==> src/hdl/ped_sqrt.sv <==
module ped_sqrt #(
  parameter int unsigned SumW  = 57,
  parameter int unsigned RootW = 29
) (
  input  logic             clk_i,
  input  logic             rst_ni,
  input  logic             start_i,
  input  logic [SumW-1:0]  radicand_i,
  output logic             done_o,
  output logic [RootW-1:0] root_o
);

  localparam int unsigned SqW  = 2 * RootW;
  localparam int unsigned CntW = $clog2(RootW + 1);

  logic             busy_q, done_q;
  logic [CntW-1:0]  cnt_q;
  logic [SqW-1:0]   rad_q;
  logic [RootW+1:0] rem_q, rem_sh, trial;
  logic [RootW-1:0] root_q;

  assign rem_sh = {rem_q[RootW-1:0], rad_q[SqW-1 -: 2]};
  assign trial  = {root_q, 2'b01};

  always_ff @(posedge clk_i or negedge rst_ni) begin
    if (!rst_ni) begin
      busy_q <= 1'b0;
      done_q <= 1'b0;
      cnt_q  <= '0;
    end else begin
      done_q <= 1'b0;
      if (start_i) begin
        busy_q <= 1'b1;
        cnt_q  <= CntW'(RootW);
      end else if (busy_q) begin
        cnt_q <= cnt_q - CntW'(1);
        if (cnt_q == CntW'(1)) begin
          busy_q <= 1'b0;
          done_q <= 1'b1;
        end
      end
    end
  end

  always_ff @(posedge clk_i) begin
    if (start_i) begin
      rad_q  <= SqW'(radicand_i);
      rem_q  <= '0;
      root_q <= '0;
    end else if (busy_q) begin
      rad_q <= {rad_q[SqW-3:0], 2'b00};
      if (rem_sh >= trial) begin
        rem_q  <= rem_sh - trial;
        root_q <= {root_q[RootW-2:0], 1'b1};
      end else begin
        rem_q  <= rem_sh;
        root_q <= {root_q[RootW-2:0], 1'b0};
      end
    end
  end

  assign done_o = done_q;
  assign root_o = root_q;

endmodule

==> config.mk <==
export PLATFORM = sky130hd
export DESIGN_NAME = ped_sqrt
export DESIGN_NICKNAME = d
export VERILOG_FILES = /design/src/hdl/ped_sqrt.sv
export SDC_FILE = /design/constraint.sdc
export NUM_CORES = 1
export LEC_CHECK = 0
export BUFFER_PORTS_ARGS = -buffer_cell sky130_fd_sc_hd__buf_2
export CAP_MARGIN = 5
export CORE_UTILIZATION = 55
export CTS_CLUSTER_DIAMETER = 200
export CTS_CLUSTER_SIZE = 14
export DETAILED_ROUTE_END_ITERATION = 7
export HOLD_SLACK_MARGIN = 0.05
export PLACE_DENSITY_LB_ADDON = 0.08
export SLEW_MARGIN = 10
export SYNTH_ARGS = -nofsm -noshare
export SYNTH_HDL_FRONTEND = slang
export SYNTH_SLANG_ARGS = --single-unit
==> constraint.sdc <==
create_clock -name clk_i -period 4.5 [get_ports clk_i]
set_input_delay 0.225 -clock clk_i [delete_from_list [all_inputs] [get_ports clk_i]]
set_output_delay 0.225 -clock clk_i [all_outputs]
set_load 0.005 [all_outputs]
# After elaboration in Yosys (flattened, before gate mapping)
# Cells that the tools add are included.
[word_totals]
ff_bits = 123
latch_bits = 0
mem_bits_rw = 0
rom_bits = 0
inputBits = 60
output_inout_bits = 30
wordCells = 24
memories = 0
[classes]
n_addsub = 2
n_mul = 0
n_div = 0
order_cmp = 1
eq_ne = 1
shift = 0
n_mux = 12
n_bitwise = 0
n_reduce_logical = 1
[op_table]
columns = ["cell", "n"]
rows = [
  ["$mux W57", 2],
  ["$ge A31 B31 Y1", 1],
  ["$mux W29", 1],
  ["$sub A29 B29 Y29", 1],
  ["$mux W5", 2],
  ["$mux W1", 7],
  ["$eq A5 B1 Y1 const B", 1],
  ["$sub A5 B1 Y5 const B", 1],
  ["$reduce_bool A2 Y1", 1],
]

# Logic depth before layout (Yosys ltp)
[logic_depth]
depth_word = 4
mapped_depth = 13
ltp_nobuf = 11

# Worst setup path before layout
# OpenSTA, ideal clock, no wires.
[synth_path]
path_kind = "reg2reg"
from = "register root_q[0], in the netlist root_o[0]"
to = "register rem_q[21]"
setup_time_ns = 0.086
arrival_ns = 2.456
required_ns = 4.414
setup_slack_ns = 1.958
stages_incl_launch_ff = 12
path_buffers = 0
period_less_slack_ns = 2.542
path_cell_list = "dfxtp_1 > inv_1 > ha_1 > o21ai_0 > a22oi_1 > a21bo_2 > a2111oi_4 > o31ai_1 > a221oi_2 > xnor2_1 > mux2i_1 > a211oi_1"
[synth_via]
elab_chain_cells = 2
elab_cells_between_ends = 3
classes_between = "add/sub (1); order compare (1); mux (1)"
[synth_rtl]
columns = ["item", "line", "rtl"]
rows = [
  ["start: declaration", "20", "logic [RootW-1:0] root_q;"],
  ["start signal: assignment", "54", "root_q <= {root_q[RootW-2:0], 1'b1};"],
  ["start signal: assignment", "57", "root_q <= {root_q[RootW-2:0], 1'b0};"],
  ["$sub A29 B29 Y29 / $ge A31 B31 Y1 (equally long branches)", "53, 52", ""],
  ["$mux W29 *", "52", "if (rem_sh >= trial) begin"],
  ["end signal: assignment", "53", "rem_q <= rem_sh - trial;"],
  ["end signal: assignment", "56", "rem_q <= rem_sh;"],
  ["end: declaration", "19", "logic [RootW+1:0] rem_q, rem_sh, trial;"],
]
# Mark *: on every way between the ends. The rest lies on a longest branch, timed or not.
# A chain may end at the register's enable or synchronous reset.

# Final worst setup path
[layout_path]
from = "register root_q[12], in the netlist root_o[12]"
to = "register rem_q[28]"
# The elaborated chain is that of the path after synthesis.

==> run summary <==
status = complete, no violations
die area = 12,620 um^2
Crit path largest cell delay = 0.42 ns
Starting Density = 0.5744
async set-reset flop share out of synthesis = 0.05691
TNS Setup = 0 ns
Mapped Nets = 733
pwr/cell area = 639.8 nW/um^2
Final Net Count = 812
diode count = 0
FP Rows = 39
Pleak = 3.501 nW
Netlist cell types = 54
die span in y = 112.4 um
setup slack, reg-to-reg = 1.44 ns
commonest non-fill, non-tap cell in the layout = buf_2
Min-Delay Startpoint = radicand_i[1]
Placeable Area = 11,660 um^2
final std cell area, no fill = 7787 um^2
final hold violation count = 0
most used cell, CP = a211oi_1
IO buf count = 89
Post-DP Area = 7203 um^2
GRT Util Overall = 0.2224
critical path cell sequence = inv_1, ha_1, nand4_1, o32ai_1, a211oi_1, o211ai_2, a21oi_2, o21ai_4, buf_4, nor3_1, a211oi_1, a31oi_1
worst reg2reg path startpoint = root_o[12]
#FFs+latches synth = 123
Max VDD drop = 0.3708 mV
io pins = 90
Post-Syn Instances = 640
DP HPWL = 9021 um
Buf/Inv on CP = 2
Post-synth EDFFs = 57
Reg-to-Reg End = rem_q[28]
Reg clk slew, reported paths = 0.06 ns
placed cells = 842
post-layout min period = 3.063 ns
DR vias/cell = 5.554
delay-heaviest family, CP = compound AO/OA/AOI/OAI gates
Max Root-Sink Buffers = 2
RSZ-0062 raised after global routing = no
hold path endpoint = rad_q[1]
vias = 4,860
max_cap viols = 0
RD Place Congestion = 0.9038
P&R area growth vs syn = 16.25%
Hold WC Path Type = primary input to flip-flop
clk_lat worst skew = 0.42 ns
gr ovfl total = 0
Crit. End Element = flip-flop
Initial DRT Pass Iterations = 4
global-route wire length before repair = 22,340 um
cts repair resizes = 0
peak fanout along the critical path = 24
relative slew slack = 0.2421
DRT antenna net count = 0
mapped cell area = 6699 um^2
Main synth FF type = dfxtp_1
share of layout cells above drive strength 1 = 0.2582
Post-Layout Cell Count = 875
crit path max-delay cell type = ha_1
DR iter-0 viols = 224
Mean Syn Cell Area = 10.47 um^2
routed len/inst = 14.72 um
FMAX = 326.4 MHz
critical path type = flip-flop to flip-flop
Slew Viols, Final = 0
pin count of the biggest net entering global routing = 66
drc violations = 0
Die Width = 112.4 um
Num CTS Buffers = 17
CTS tree = done
Critical path origin = root_o[12]
clock skew = 0.01363 ns
cells on worst reg2reg path = 12
yosys warns = 0
CP Launch Type = flip-flop
vias in the first global route = 4,934
# setup viols final = 0
clk sinks = 123
crit share post-route = 0.6808
Worst-Margin Slew = 1.135 ns
hold depth = 2
most frequent cells in the layout = buf_2 (88), nor2_1 (69), dfxtp_1 (59)
initial antenna violation count = 0
Clock Tree Root = clkbuf_16
Seq/Total Area, Yosys = 0.4580
crit path DAT = 3.33 ns
CTS HTree Levels = 4
routed wire length = 12,880 um
Critical Path RT = 4.77 ns
-- layout make-up --
cell class / instances / area, um^2
fill: 938 / 3875
multi-input combinational: 440 / 3313
sequential: 123 / 3072
timing repair buffer: 94 / 488.0
clock buffer: 18 / 429.2
tap: 143 / 178.9
inverter: 43 / 161.4
clock inverter: 14 / 145.1
-- what timing repair did --
item | 4_1_cts | 5_1_grt
setup buffers | 0 | 0
hold endpoints to repair | 7 | 0
hold buffers | 1 | 0
-- logic make-up after synthesis --
| group | share of synthesized area |
|---|---|
| flip-flops | 0.4580 |
| adder cells (fa/ha/maj) | 0.06164 |
| AND/OR/NAND/NOR | 0.09806 |
| AO/OA/AOI/OAI | 0.1326 |
| multiplexers | 0.1644 |
| XOR/XNOR | 0.03792 |
| buffers and inverters | 0.04744 |
-- metrics by stage --
stage / total power, mW / util / hold slack (ns) / worst slack [ns]
3_3_place_gp: 3.638 / 0.6176 / 0.05914 / 1.542
5_1_grt: 5.344 / 0.6677 / 0.09108 / 1.039
6_report: 4.983 / 0.6677 / 0.09643 / 1.437
3_5_place_dp: 3.681 / 0.6176 / 0.06491 / 1.415
4_1_cts: 5.019 / 0.6677 / 0.08616 / 1.404
2_1_floorplan: 3.296 / - / -0.07059 / 1.958
-- state kept, by name, summed over array words and instances (netlist names) --
register  flops
done_o        1
root_o       29
rad_q        58
busy_q        1
rem_q        29
cnt_q         5
-- cell usage after synthesis, types with 4 or more instances --
cell      count  area share
nor2_1       69       0.039
dfxtp_1      59        0.18
edfxtp_1     57        0.26
mux2_2       56       0.094
mux2i_1      47       0.070
inv_1        43       0.024
ha_1         33       0.062
a21oi_1      30       0.022
nand2_1      29       0.016
a211oi_1     26       0.029
o21ai_0      20       0.015
xnor2_1      20       0.026
clkbuf_1     18       0.010
a21o_1       17       0.019
nand2b_1     14       0.013
xor2_1        9       0.012
buf_1         7      0.0039
dfrtp_1       7       0.026
nand3_1       7      0.0052
nand4_1       7      0.0065
o211ai_1      6      0.0067
a31oi_1       5      0.0047
nor3_1        5      0.0037
buf_2         4      0.0030
o21bai_1      4      0.0045
-- layer usage --
| metal | wire (um) | up-vias | global-route usage |
|---|---|---|---|
| met5 | 0 | - | 0 |
| met4 | 237 | 0 | 0.08533 |
| met3 | 696 | 18 | 0.08531 |
| met2 | 6270 | 103 | 0.3677 |
| met1 | 5672 | 2288 | 0.2624 |
| li1 | - | 2451 | - |
-- worst max path at each step --
stage / slack, ns / depth (start not counted) / endpoint
2_1_floorplan: 1.96 / 11 / rem_q[21]
3_3_place_gp: 1.54 / 12 / rem_q[28]
3_5_place_dp: 1.41 / 12 / rem_q[28]
4_1_cts: 1.40 / 12 / rem_q[28]
5_1_grt: 1.04 / 12 / rem_q[28]
6_report: 1.44 / 12 / rem_q[28]
-- where the power goes --
| group | internal [mW] | switching [mW] |
|---|---|---|
| sequential | 1.35 | 0.105 |
| combinational | 1.03 | 1.19 |
| clock | 0.815 | 0.497 |
| total | 3.19 | 1.79 |
Note: power is estimated with default switching activity, not from simulation.
