**src/hdl/ped_pkg.sv**
```systemverilog
package ped_pkg;

  localparam int unsigned MAX_VECTORS_DEF    = 1024;
  localparam int unsigned MAX_COMPONENTS_DEF = 64;
  localparam int unsigned COMPONENT_BITS     = 24;

  localparam int unsigned PULSES_W   = 11;
  localparam int unsigned DIMS_W     = 7;
  localparam int unsigned INDEX_W    = 11;
  localparam int unsigned DIST_W     = 28;
  localparam int unsigned POINTER_W  = 17;
  localparam int unsigned CFG_DATA_W = 11;

  localparam logic [PULSES_W-1:0] PULSES_RESET = 11'd1024;
  localparam logic [DIMS_W-1:0]   DIMS_RESET   = 7'd64;
  localparam logic [DIST_W-1:0]   DIST_MAX     = 28'hFFFFFFF;

  typedef enum logic [0:0] {
    OP_LOAD  = 1'b0,
    OP_QUERY = 1'b1
  } ped_op_e;

  typedef enum logic [1:0] {
    STAT_OK    = 2'd0,
    STAT_RANGE = 2'd1,
    STAT_DROP  = 2'd2
  } ped_status_e;

  typedef enum logic [0:0] {
    CFG_NUM_PULSES = 1'b0,
    CFG_NUM_DIMS   = 1'b1
  } ped_cfg_e;

  typedef enum logic [2:0] {
    S_IDLE,
    S_FETCH,
    S_DRAIN,
    S_ROOT,
    S_EMIT
  } ped_state_e;

  typedef struct packed {
    ped_op_e                          opcode;
    logic signed [COMPONENT_BITS-1:0] component_value;
    logic [INDEX_W-1:0]               first_index;
    logic [INDEX_W-1:0]               second_index;
  } ped_in_t;

  typedef struct packed {
    logic [DIST_W-1:0] distance;
    ped_status_e       status;
  } ped_out_t;

  typedef struct packed {
    logic clear;
    logic issue;
  } ped_acc_ctrl_t;

endpackage

```
**src/hdl/ped_accum.sv**
```systemverilog
module ped_accum #(
  parameter int unsigned SumW = 57
) (
  input  logic                                clk_i,
  input  logic                                rst_ni,
  input  ped_pkg::ped_acc_ctrl_t              ctrl_i,
  input  logic [ped_pkg::COMPONENT_BITS-1:0]  rdata_a_i,
  input  logic [ped_pkg::COMPONENT_BITS-1:0]  rdata_b_i,
  output logic                                busy_o,
  output logic [SumW-1:0]                     sum_o
);

  localparam int unsigned CompW = ped_pkg::COMPONENT_BITS;
  localparam int unsigned MagW  = CompW + 1;
  localparam int unsigned SqrW  = 2 * MagW;

  logic v1_q, v2_q, v3_q;
  logic signed [MagW-1:0] diff;
  logic [MagW-1:0] mag_d, mag_q;
  logic [SqrW-1:0] sqr_q;
  logic [SumW-1:0] acc_q;

  assign diff  = $signed({rdata_a_i[CompW-1], rdata_a_i})
               - $signed({rdata_b_i[CompW-1], rdata_b_i});
  assign mag_d = diff[MagW-1] ? MagW'(-diff) : MagW'(diff);

  always_ff @(posedge clk_i or negedge rst_ni) begin
    if (!rst_ni) begin
      v1_q <= 1'b0;
      v2_q <= 1'b0;
      v3_q <= 1'b0;
    end else begin
      v1_q <= ctrl_i.issue;
      v2_q <= v1_q;
      v3_q <= v2_q;
    end
  end

  always_ff @(posedge clk_i) begin
    if (v1_q) begin
      mag_q <= mag_d;
    end
    if (v2_q) begin
      sqr_q <= SqrW'(mag_q) * SqrW'(mag_q);
    end
    if (ctrl_i.clear) begin
      acc_q <= '0;
    end else if (v3_q) begin
      acc_q <= acc_q + SumW'(sqr_q);
    end
  end

  assign busy_o = v1_q | v2_q | v3_q;
  assign sum_o  = acc_q;

endmodule

```
**config.mk**
```make
export PLATFORM = sky130hd
export DESIGN_NAME = ped_accum
export DESIGN_NICKNAME = d
export VERILOG_FILES = /design/src/hdl/ped_pkg.sv /design/src/hdl/ped_accum.sv
export SDC_FILE = /design/constraint.sdc
export NUM_CORES = 2
export LEC_CHECK = 0
export BUFFER_PORTS_ARGS = -buffer_cell sky130_fd_sc_hd__buf_4
export CAP_MARGIN = 10
export CORE_ASPECT_RATIO = 2
export CORE_MARGIN = 10
export CORE_UTILIZATION = 45
export DETAILED_ROUTE_END_ITERATION = 12
export PLACE_DENSITY = 0.57
export RECOVER_POWER = 25
export SLEW_MARGIN = 20
export SYNTH_ARGS = -nofsm -noshare
export SYNTH_HDL_FRONTEND = slang
export SYNTH_SLANG_ARGS = --single-unit
```
**constraint.sdc**
```tcl
create_clock -name clk_i -period 18.8 [get_ports clk_i]
set_clock_uncertainty 0.05 [all_clocks]
set_input_delay 1.88 -clock clk_i [delete_from_list [all_inputs] [get_ports clk_i]]
set_output_delay 1.88 -clock clk_i [all_outputs]
set_load 0.01 [all_outputs]
```
Word level (Yosys, flattened, before mapping)
Cells that the tools add are included.
- register bits after elaboration: 135
- bits in latches: 0
- RAM bits: 0
- bits in read-only memories: 0
- bits of input ports: 52
- output and inout bits: 58
- logic and storage cells: 14
- memories kept: 0
- $add $sub $neg: 3
- multiply operators: 1
- divide/modulo/power cells: 0
- magnitude comparators: 0
- equal/unequal tests: 0
- shift-type cells: 0
- mux-type cells: 1
- bitwise gates (word level): 2
- reductions and logical operators: 0
- operator list (kind ; count):
    adder 57 x 50 -> 57 bit ; 1
    multiplier 25 x 25 -> 50 bit ; 1
    negation 25 bit ; 1
    subtractor 24 x 24 -> 25 bit ; 1
    2-to-1 mux 24 bit ; 1
    OR 1 bit ; 2

Logic depth before layout (Yosys ltp)
- word-level depth: 3
- mapped depth: 29
- mapped depth without buffers: 27

Least setup slack after synthesis
OpenSTA, ideal clock, no wires.
- path kind: register to register
- start point: reg mag_q[2]
- end point: reg sqr_q[47] (data pin)
- library setup time: 0.271 ns
- data arrival time: 7.108 ns
- data required time: 18.479 ns
- setup slack: 11.371 ns
- cell stages (with the launch flop): 27
- buffers on the path: 3
- clock period less this slack: 7.429 ns
- cell sequence: edfxtp_1 clkbuf_1 clkbuf_1 nand2_1 fa_1 inv_1 fa_1 inv_1 fa_1 fa_1 inv_1 fa_1 fa_1 inv_1 fa_1 inv_1 ha_1 clkbuf_1 a21o_1 a21o_1 a221oi_1 o31ai_2 a311o_1 a41oi_1 o31a_1 mux2i_1 o2111ai_1
- cells in the longest elaborated chain, start to end: 1
- ends and longest elaborated chain (element ; line ; RTL):
    start: declaration ; ped_accum.sv:19 ; logic [MagW-1:0] mag_d, mag_q;
    start signal: assignment ; ped_accum.sv:41 ; mag_q <= mag_d;
    multiplier 25 x 25 -> 50 bit ; ped_accum.sv:44 ; sqr_q <= SqrW'(mag_q) * SqrW'(mag_q);
    end signal: assignment ; ped_accum.sv:44 ;
    end: declaration ; ped_accum.sv:20 ; logic [SqrW-1:0] sqr_q;
Every way passes these cells.
A chain may end at the register's enable or synchronous reset.

Final worst setup path
- start point: reg mag_q[4]
- end point: reg sqr_q[47] (data pin)
The elaborated chain is that of the path after synthesis.

==> results_dict.tcl <==
set metrics [dict create \
    regToRegEndpoint "sqr_q[47]$_DFFE_PP_" \
    grt_antenna_before_repair 0 \
    totalWireLength_um 72300 \
    tightest_slew_ns 2.51 \
    grt_pass1_vias 22931 \
    synth_fp_nets 3797 \
    layout.cells.most_common_list "inv_1, fa_1, ha_1" \
    drc 0 \
    dieArea_um2 71100 \
    endpoint_kind "register" \
    synth_edf_count 74 \
    arrival_ns 8.44 \
    crit_path_max_incr_delay_ns 1.08 \
    drt_pass1_iterations 5 \
    drt_iter0_drc 709 \
    setup_viol 0 \
    cts_tree "done" \
    fin_util_pct 48.9 \
    slew_violations 80 \
    rows 127 \
    postCtsSetupBuffers 0 \
    wl_per_cell_um 18.8 \
    path_common_cell "fa_1" \
    holdBufCountCts 0 \
    rsz0062_at_grt "false" \
    cp_cell_sequence "inv_1 > nor2_1 > fa_1 > fa_1 > inv_1 > fa_1 > inv_1 > fa_1 > fa_1 > fa_1 > fa_1 > ha_1 > a21oi_1 > o21ai_0 > a221oi_1 > o31ai_2 > a311o_1 > a41oi_1 > o31a_1 > mux2i_1 > o2111ai_1" \
    synth_cells 3013 \
    fin_ws_ns 10.52 \
    coreArea_um2 59900 \
    initial_core_util_pct 45.3 \
    post-place-ws_ns 10.56 \
    place.gp.congestion 0.932 \
    track_usage_pct 20.7 \
    netlist_area_um2 27100 \
    hold_class "reg -> reg" \
    clkLatencyLatePin_ns 0.48 \
    setup-tns-final_ns 0 \
    regToRegSetupSlack_ns 10.52 \
    r2r_cells 21 \
    ctsResizeCount 0 \
    crit_buf_inv 3 \
    violations "max-capacitance violations, max-slew violations" \
    via_count 20197 \
    slew_headroom_pct -67.6 \
    layout.cells.most_common "inv_1" \
    ys_async_sr_fraction_pct 2.24 \
    postSynthAreaPerCell_um2 9.01 \
    cp-start-kind "register" \
    slowest_stage "edfxtp_1" \
    gr-total-overflow 0 \
    yosysWarnings 0 \
    chipWidth_um 194 \
    cts.clk_slew.worst_paths_ns 0.07 \
    path_max_fanout 24 \
    syn2layout_area_growth_pct 7.98 \
    nNetsFinal 3844 \
    cts_made_buffers 17 \
    grt_max_degree 73 \
    cts.path.max_buffers 2 \
    period_share_pct 44.1 \
    r2r-start "mag_q[4]$_DFFE_PP_" \
    io_buffers 109 \
    drive_gt1_share_pct 6.54 \
    path_delay_family "adder cells" \
    cts_root_buf "clkbuf_16" \
    clock_sinks 134 \
    antenna_left 0 \
    die_h_um 367 \
    htree_levels 4 \
    cp.required_ns 18.96 \
    diodes 0 \
    synth-seq-cells 134 \
    min_to "sum_o[53]$_SDFFE_PP0P_" \
    critical_path_class "reg -> reg" \
    status "finished, violations left" \
    max_freq_mhz 121 \
    yosysSeqAreaShare_pct 12.7 \
    period_needed_ns 8.28 \
    synthDistinctLibCells 82 \
    final_hold_viol_count 0 \
    vias_per_cell 5.25 \
    worstHoldPathCells 2 \
    cap_violations 2 \
    dp_hpwl_um 60400 \
    synth_ff_type "edfxtp_1" \
    hp-start "sum_o[53]$_SDFFE_PP0P_" \
    pin_count 110 \
    grt_pass1_wl_um 118000 \
]
through the flow:
step | cell area, µm² | hold WS [ns] | cells
detailed placement | 28700 | 0.449 | 3815
global route | 29300 | 0.479 | 3847
global placement | 28700 | 0.431 | 3815
CTS | 29300 | 0.459 | 3847
finish | 29300 | 0.456 | 3847
floorplan | 27100 | 0.460 | 3013
worst max-delay path by stage:
stage | startpoint | endpoint | cells past startpoint
6_report | mag_q[4]$_DFFE_PP_ | sqr_q[47]$_DFFE_PP_ | 21
2_1_floorplan | mag_q[2]$_DFFE_PP_ | sqr_q[47]$_DFFE_PP_ | 26
4_1_cts | mag_q[4]$_DFFE_PP_ | sqr_q[47]$_DFFE_PP_ | 21
3_5_place_dp | mag_q[4]$_DFFE_PP_ | sqr_q[47]$_DFFE_PP_ | 21
5_1_grt | mag_q[4]$_DFFE_PP_ | sqr_q[47]$_DFFE_PP_ | 21
3_3_place_gp | mag_q[4]$_DFFE_PP_ | sqr_q[47]$_DFFE_PP_ | 21
sequential cells by signal, indices dropped and copies added, names as in the netlist:
name   cells
sum_o     57
sqr_q     49
mag_q     25
v1_q       1
v2_q       1
v3_q       1
area by class of cell:
cell class                      instances  area, µm²
Sequential cell                       134       3440
Timing Repair Buffer                  138       1020
Inverter                              729       2740
Clock buffer                           20        489
Clock inverter                         12        101
Multi-Input combinational cell       2040      20500
Tap cell                              774        968
Fill cell                            5740      30600
worst min-delay path: stages (launching register included):
cell and delay (ns):
dfxtp_1 0.33, o21ai_0 0.07, a21oi_1 0.06
cell usage after synthesis, types with 6 or more instances:
cell / n / share of area, %
a31oi_1: 23 / 0.53
a21oi_1: 129 / 2.4
or3_1: 10 / 0.23
nor4_1: 9 / 0.21
nand2_1: 237 / 3.3
and4_1: 6 / 0.19
nor2b_1: 25 / 0.58
nand3_1: 35 / 0.65
clkbuf_1: 103 / 1.4
o22ai_1: 8 / 0.18
o21bai_1: 21 / 0.58
a21o_1: 61 / 1.7
inv_1: 729 / 10
mux2i_1: 36 / 1.3
dfxtp_1: 57 / 4.2
nand2b_1: 22 / 0.51
xor2_1: 54 / 1.7
nor2_1: 148 / 2.0
fa_1: 467 / 34
o211ai_1: 6 / 0.17
edfxtp_1: 74 / 8.2
a211oi_1: 13 / 0.36
ha_1: 265 / 12
o21a_1: 18 / 0.50
nor3_1: 20 / 0.37
o21ai_0: 74 / 1.4
nand4_1: 17 / 0.39
a41oi_1: 7 / 0.23
and3_1: 22 / 0.51
mux2_2: 7 / 0.29
and2_1: 131 / 3.0
xnor2_1: 82 / 2.6
cells by family after synthesis:
logic type,share of synthesized area [%]
AO/OA/AOI/OAI,10.4
XOR/XNOR,4.39
adder cells (fa/ha/maj),46.7
buffers and inverters,11.6
flip-flops,12.7
multiplexers,1.62
AND/OR/NAND/NOR,12.7
metal layers:
| metal | track usage (%) | wire length [µm] | part of all wire (%) | vias up |
|---|---|---|---|---|
| met1 | 20.2 | 25400 | 35 | 10111 |
| met3 | 2.18 | 1810 | 2.5 | 160 |
| li1 | - | - | - | 9525 |
| met4 | 10.6 | 3500 | 4.8 | 0 |
| met5 | 0 | 0 | 0 | - |
| met2 | 41.5 | 41600 | 58 | 401 |
Power is left out: the tool's default activity adds up to more than one toggle a clock period on the data nets, which glitch-free logic cannot reach.
